$ cat config.mk
export PLATFORM = sky130hd
export DESIGN_NAME = diag_fault_lifecycle_fsm_top
export DESIGN_NICKNAME = d
export VERILOG_FILES = /design/src/rtl/diag_flc_pkg.sv /design/src/rtl/diag_fault_lifecycle_fsm_top.sv
export VERILOG_INCLUDE_DIRS = /design/src /design/src/rtl
export SDC_FILE = /design/constraint.sdc
export NUM_CORES = 1
export LEC_CHECK = 0
export BUFFER_PORTS_ARGS = -buffer_cell sky130_fd_sc_hd__buf_2
export CORE_UTILIZATION = 54
export DETAILED_ROUTE_END_ITERATION = 16
export PLACE_DENSITY = 0.82
export SYNTH_ARGS = -nofsm -noshare
export SYNTH_HDL_FRONTEND = slang
export SYNTH_SLANG_ARGS = --single-unit
export TNS_END_PERCENT = 1
$ cat constraint.sdc
create_clock -name clk_i -period 3 [get_ports clk_i]
set_input_delay 0.6 -clock clk_i [delete_from_list [all_inputs] [get_ports clk_i]]
set_output_delay 0.6 -clock clk_i [all_outputs]
set_load 0.02 [all_outputs]
$ cat src/rtl/assert_macros.svh
// Assertion macros used by the top-level RTL file of the fault lifecycle block.
`ifndef ASSERT_MACROS_SVH
`define ASSERT_MACROS_SVH

`ifndef ASSERT_OFF

// Check that prop holds at every rising edge outside reset.
`define ASSERT_ALWAYS(lbl, clk, rst_n, prop, msg) \
  lbl: assert property (@(posedge clk) disable iff (!rst_n) (prop)) else $error(msg);

// Check that cons holds in the same cycle as ante.
`define ASSERT_IMPLIES(lbl, clk, rst_n, ante, cons, msg) \
  lbl: assert property (@(posedge clk) disable iff (!rst_n) (ante) |-> (cons)) \
    else $error(msg);

`else

`define ASSERT_ALWAYS(lbl, clk, rst_n, prop, msg)
`define ASSERT_IMPLIES(lbl, clk, rst_n, ante, cons, msg)

`endif

`endif

$ cat src/rtl/diag_flc_pkg.sv
// Types and next-state function of the diagnostic fault lifecycle block.
`default_nettype none

package diag_flc_pkg;

  localparam int unsigned IdxW   = 4;
  localparam int unsigned CountW = 8;

  typedef enum logic [2:0] {
    ST_OK        = 3'd0,
    ST_PENDING1  = 3'd1,
    ST_PENDING2  = 3'd2,
    ST_CONFIRMED = 3'd3,
    ST_HIST_ON   = 3'd4,
    ST_HIST_OFF  = 3'd5
  } fault_state_e;

  typedef struct packed {
    fault_state_e nxt;
    logic         rec;
    logic         clr;
  } step_t;

  // One lifecycle step; unused codes behave as ok.
  function automatic step_t fault_step(
    input fault_state_e      cur,
    input logic [CountW-1:0] dc,
    input logic              cf,
    input logic [CountW-1:0] thr,
    input logic [CountW-1:0] wuc
  );
    step_t r;
    logic  dc_zero;
    dc_zero = (dc == '0);
    r.nxt   = cur;
    r.rec   = 1'b0;
    r.clr   = 1'b0;
    case (cur)
      ST_PENDING1: begin
        if (dc_zero) begin
          r.nxt = ST_OK;
        end else if (cf) begin
          r.nxt = ST_CONFIRMED;
          r.rec = 1'b1;
        end
      end
      ST_PENDING2: begin
        if (dc_zero) begin
          r.nxt = ST_HIST_OFF;
        end else if (cf) begin
          r.nxt = ST_CONFIRMED;
        end
      end
      ST_CONFIRMED: begin
        if (dc_zero) begin
          r.nxt = ST_HIST_OFF;
        end else if (dc < thr) begin
          r.nxt = ST_HIST_ON;
        end
      end
      ST_HIST_ON: begin
        if (dc_zero) begin
          r.nxt = ST_HIST_OFF;
        end else if (dc == thr) begin
          r.nxt = ST_CONFIRMED;
        end
      end
      ST_HIST_OFF: begin
        if (!dc_zero) begin
          r.nxt = cf ? ST_CONFIRMED : ST_PENDING2;
        end else if (wuc == '0) begin
          r.nxt = ST_OK;
          r.clr = 1'b1;
        end
      end
      default: begin
        r.nxt = ST_OK;
        if (!dc_zero && !cf) begin
          r.nxt = ST_PENDING1;
        end else if (cf) begin
          r.nxt = ST_CONFIRMED;
          r.rec = 1'b1;
        end
      end
    endcase
    return r;
  endfunction

endpackage

`default_nettype wire

$ cat src/rtl/diag_fault_lifecycle_fsm_top.sv
// Diagnostic fault lifecycle state machine: per-fault state table and result path.
//
// Keeps one lifecycle state (ok, pending1, pending2, confirmed, history_on,
// history_off) for each of up to 16 faults, all ok after reset. Each input
// beat names a fault and carries its drive-cycle count, confirm flag, no-heal
// threshold and warm-up count; the block applies the lifecycle rules, writes
// the new state back and returns one result beat with the fault id, the new
// state and the record/clear event flags. A beat passes through the input
// register, then the state table read-modify-write feeding the result
// register, and one beat is accepted every cycle while results are taken.
// The state table is read and written in the same cycle, so
// consecutive beats for the same fault always see each other's updates. An
// index at or above NUM_FAULTS leaves the table alone and reports ok with
// no events. No clearing pass is needed: reset clears the table at once.
`default_nettype none

`include "assert_macros.svh"

module diag_fault_lifecycle_fsm_top
  import diag_flc_pkg::*;
#(
  parameter int unsigned NUM_FAULTS = 16
) (
  input  wire logic              clk_i,
  input  wire logic              rst_ni,

  input  wire logic              in_valid_i,
  output logic                   in_ready_o,
  input  wire logic [IdxW-1:0]   fault_index_i,
  input  wire logic [CountW-1:0] drive_cycle_count_i,
  input  wire logic              confirm_flag_i,
  input  wire logic [CountW-1:0] heal_threshold_i,
  input  wire logic [CountW-1:0] warmup_count_i,

  output logic                   out_valid_o,
  input  wire logic              out_ready_i,
  output logic [IdxW-1:0]        fault_id_o,
  output logic [2:0]             new_state_o,
  output logic                   record_event_o,
  output logic                   clear_event_o
);

  // Only indexes reachable through the 4-bit field need storage.
  localparam int unsigned MaxIdx = 2 ** IdxW;
  localparam int unsigned Depth  = (NUM_FAULTS < MaxIdx) ? NUM_FAULTS : MaxIdx;
  localparam int unsigned TabW   = (Depth > 1) ? $clog2(Depth) : 1;
  localparam int unsigned CmpW   = 10;

  // Input register
  logic              s1_valid_q;
  logic [IdxW-1:0]   s1_idx_q;
  logic [CountW-1:0] s1_dc_q;
  logic              s1_cf_q;
  logic [CountW-1:0] s1_thr_q;
  logic [CountW-1:0] s1_wuc_q;

  // Result register
  logic              out_valid_q;
  logic [IdxW-1:0]   out_id_q;
  fault_state_e      out_state_q;
  logic              out_rec_q;
  logic              out_clr_q;

  fault_state_e      state_q [Depth];

  logic              s2_adv;
  logic              in_acc;
  logic              s1_in_range;
  logic [TabW-1:0]   s1_tab_idx;
  fault_state_e      cur_state;
  step_t             step;

  // Advance into the result register when it is empty or being drained.
  assign s2_adv     = s1_valid_q && (!out_valid_q || out_ready_i);
  assign in_ready_o = !s1_valid_q || s2_adv;
  assign in_acc     = in_valid_i && in_ready_o;

  assign s1_in_range = (CmpW'(s1_idx_q) < CmpW'(NUM_FAULTS));
  assign s1_tab_idx  = s1_idx_q[TabW-1:0];

  always_comb begin
    cur_state = ST_OK;
    if (s1_in_range) begin
      cur_state = state_q[s1_tab_idx];
    end
    step = fault_step(cur_state, s1_dc_q, s1_cf_q, s1_thr_q, s1_wuc_q);
    // Out of range: report ok, drop the events.
    if (!s1_in_range) begin
      step = '{nxt: ST_OK, rec: 1'b0, clr: 1'b0};
    end
  end

  always_ff @(posedge clk_i or negedge rst_ni) begin
    if (!rst_ni) begin
      s1_valid_q <= 1'b0;
    end else if (in_ready_o) begin
      s1_valid_q <= in_valid_i;
    end
  end

  // Hold the payload until the next beat arrives.
  always_ff @(posedge clk_i) begin
    if (in_acc) begin
      s1_idx_q <= fault_index_i;
      s1_dc_q  <= drive_cycle_count_i;
      s1_cf_q  <= confirm_flag_i;
      s1_thr_q <= heal_threshold_i;
      s1_wuc_q <= warmup_count_i;
    end
  end

  // State table: written only when a beat moves into the result register.
  always_ff @(posedge clk_i or negedge rst_ni) begin
    if (!rst_ni) begin
      for (int i = 0; i < Depth; i++) begin
        state_q[i] <= ST_OK;
      end
    end else if (s2_adv && s1_in_range) begin
      state_q[s1_tab_idx] <= step.nxt;
    end
  end

  always_ff @(posedge clk_i or negedge rst_ni) begin
    if (!rst_ni) begin
      out_valid_q <= 1'b0;
    end else if (s2_adv) begin
      out_valid_q <= 1'b1;
    end else if (out_ready_i) begin
      out_valid_q <= 1'b0;
    end
  end

  always_ff @(posedge clk_i) begin
    if (s2_adv) begin
      out_id_q    <= s1_idx_q;
      out_state_q <= step.nxt;
      out_rec_q   <= step.rec;
      out_clr_q   <= step.clr;
    end
  end

  assign out_valid_o    = out_valid_q;
  assign fault_id_o     = out_id_q;
  assign new_state_o    = out_state_q;
  assign record_event_o = out_rec_q;
  assign clear_event_o  = out_clr_q;

  // Assertions
  logic            out_in_range;
  logic [TabW-1:0] out_tab_idx;

  assign out_in_range = (CmpW'(out_id_q) < CmpW'(NUM_FAULTS));
  assign out_tab_idx  = out_id_q[TabW-1:0];

  `ASSERT_IMPLIES(a_rec_confirmed, clk_i, rst_ni, out_valid_q && out_rec_q,
                  out_state_q == ST_CONFIRMED && !out_clr_q,
                  "record event without entering confirmed")
  `ASSERT_IMPLIES(a_clr_ok, clk_i, rst_ni, out_valid_q && out_clr_q,
                  out_state_q == ST_OK, "clear event without returning to ok")
  `ASSERT_IMPLIES(a_table_matches, clk_i, rst_ni, out_valid_q && out_in_range,
                  state_q[out_tab_idx] == out_state_q,
                  "state table disagrees with pending result")
  `ASSERT_IMPLIES(a_oob_result, clk_i, rst_ni, out_valid_q && !out_in_range,
                  out_state_q == ST_OK && !out_rec_q && !out_clr_q,
                  "out-of-range fault reported a transition")

endmodule

`default_nettype wire

==> metrics.txt <==
DR vias/cell=5.89; R2R cell count=6; Tcrit/Tclk final=95.6%; Hold Buf Count CTS=0; postcts setup bufs=0; ANT cells=0; EDFF count, synth=38; HPWL Detailed=~6300 µm; CTS buffer count=9; Wirelength per Cell=roughly 18 µm; f_max=about 0.35 GHz; first-pass GRT wire length=between 10000 and 15000 µm; DRT Pass-1 Iters=6; relative slew slack=roughly 57%; worst setup path category=reg -> reg; Final ANT Viol Nets=0; worst slew pin tran=~0.64 ns; Yosys warning count=0; Mapped Nets=352; largest net degree at the start of global routing=30; GRT Total Usage=around a quarter; grt met1 use=between 30% and 40%; Initial Util=~57%; clk sink count=between 80 and 90; die area=8030 µm²; 1st-iter DRT viols=around 190; routability cong.=roughly 0.90; PwrDens=714 nW/µm²; syn avg cell area=between 10 and 15 µm²; core area=about 7300 µm²; post-CTS sizing=0; Clock Skews=between 0.007 and 0.008 ns; required time at the worst-slack endpoint=3.28 ns; synthesized area=between 4000 and 5000 µm²; CTS tree=built; post-synth top area share=a little under a third; grt total ovfl=0; initial antenna violation count=0; final core utilization=~65%; synth unique cells=42; status=completed; I/O Pins=44; startpoint types=flop; Post-synth top flop=dfrtp_1; R2R Setup Slk=roughly 0.13 ns; H-tree levels=3; PortBufs=43; synthesized flop and latch total=between 80 and 90; final hold violation count=0; final WL=between 8000 and 9000 µm; nets=approximately 410; placed cells=460; Finished Layout Cells=around 480; layout cells sized above 1=~31%; max-capacitance violation count=0; RR Startpoint=s1_idx_q[0]; num rows=31; worst hold path class=in -> async; worst vdd ir=approximately 430 µV; Crit. End Element=flop; setup TNS=0 ns; root buf cell=clkbuf_8; Crit Path Max Fanout=9; Syn-to-layout area delta=14.3%; grt met2 use=between 40% and 50%; clock-pin slew on the worst setup and hold paths=approximately 0.10 ns; clk buf depth=2; post-synthesis cell count=a little over 300; Final Max Tran Viols=0; placed instance area=between 4000 and 5000 µm²; GR Util met3=approximately 5.5%; via count=2804; die height=about 90 µm; Post-Layout Inst Area=~4700 µm²; fin crit period=2.87 ns; P_leak=just under 0.002 µW; worst skew pair latency=between 0.3 and 0.4 ns; sequential element share of the synthesized area=57.7%; ys async rst share=a little under three fifths; worst reg2reg endpoint=state_q[1]; detailed-route DRC error count=0; RSZ-0062 raised after global routing=false; Die W=89.6 µm; most used routing layer=met2; Final setup viols=0; post-synth top area cell=dfrtp_1; critical path arrival=around 3.2 ns; Area contributors post-synth=dfrtp_1 30%, edfxtp_1 28%, a31oi_4 5.1%; vias in the first global route=2881
[per-stage QoR]
stage / power [µW] / worst slack (ns) / hold slack [ns]
after detailed placement: 2600 / 0.191 / 0.491
after global routing: 3550 / 0.0525 / 0.296
after global placement: 2550 / 0.330 / 0.485
after floorplan: 2370 / 0.363 / 0.304
final: 3380 / 0.131 / 0.250
after CTS: 3390 / 0.127 / 0.264
[power by group]
part           internal (µW)  switching (µW)  leakage (µW)
logic                    412             500      0.000912
registers               1530             152      0.000963
clock network            325             464     0.0000959
[cells in the mapped netlist (3+ instances only)]
library cell,n
nand4_1,4
nor2_1,50
buf_2,9
nor3_1,5
mux2_2,16
buf_6,3
dfrtp_1,50
mux4_2,7
nor2b_1,4
nand2_1,10
mux4_1,3
a31oi_1,26
a21o_1,4
edfxtp_1,38
ha_1,8
nand2b_1,6
a21oi_1,4
nand3_1,3
inv_1,11
mux2i_1,7
and3_1,4
or4_1,4
a31oi_4,10
[layout by cell type (no fill, tap or decap), types with 5 or more instances in the layout]
cell type,n
buf_4,22
a31oi_4,10
ha_1,8
mux4_2,7
nand2_1,10
inv_1,11
edfxtp_1,38
clkbuf_8,9
a31oi_1,26
dfrtp_1,50
mux2i_1,7
nor2_1,50
nand2b_1,6
buf_2,43
mux2_2,16
nor3_1,5
[how the worst max path moves through the flow]
stage | start | endpoint | slack [ns] | cells after the start
3_5_place_dp | s1_idx_q[0] | state_q[1] | 0.19 | 6
5_1_grt | s1_idx_q[0] | state_q[1] | 0.05 | 8
3_3_place_gp | s1_idx_q[0] | state_q[13] | 0.33 | 6
2_1_floorplan | s1_idx_q[0] | new_state_o[1] | 0.36 | 9
6_report | s1_idx_q[0] | state_q[1] | 0.13 | 6
4_1_cts | s1_idx_q[0] | state_q[1] | 0.13 | 6
[flip-flops by register name, summed over array words and instances (netlist names)]
| register | cells |
|---|---|
| s1_idx_q | 4 |
| new_state_o | 3 |
| s1_thr_q | 8 |
| fault_id_o | 4 |
| s1_valid_q | 1 |
| out_valid_o | 1 |
| clear_event_o | 1 |
| state_q | 48 |
| s1_cf_q | 1 |
| s1_wuc_q | 8 |
| record_event_o | 1 |
| s1_dc_q | 8 |
[metal layers]
| layer | vias to the layer above | part of all wire (%) |
|---|---|---|
| met2 | 107 | 50 |
| met5 | - | 0 |
| li1 | 1294 | - |
| met1 | 1382 | 42 |
| met4 | 0 | 2.6 |
| met3 | 21 | 5.6 |
[critical path, cell delays in order, from the launching register on]
cell and delay [ns]:
edfxtp_1 0.50, mux4_1 0.60, mux4_2 0.61, a311o_1 0.37, a21o_1 0.24, buf_4 0.21, a31oi_1 0.24
[cell families (layout without fill, tap and decap cells)]
group / after synthesis / count (layout) / share of synthesized area, %
buffers and inverters: 26 / 92 / 3.56
AO/OA/AOI/OAI: 59 / 59 / 13.6
multiplexers: 33 / 33 / 11.7
adder cells (fa/ha/maj): 8 / 8 / 2.42
flip-flops: 88 / 88 / 57.7
AND/OR/NAND/NOR: 97 / 97 / 11.0
[cell type report]
type                       instances  area, µm²
fill                             550       2600
sequential                        88       2390
multi-input combinational        197       1600
timing repair buffer              65        380
clock buffer                       9        124
tap                               99        124
clock inverter                     7       70.1
inverter                          11       41.3
(Power assumes the default switching activity.)
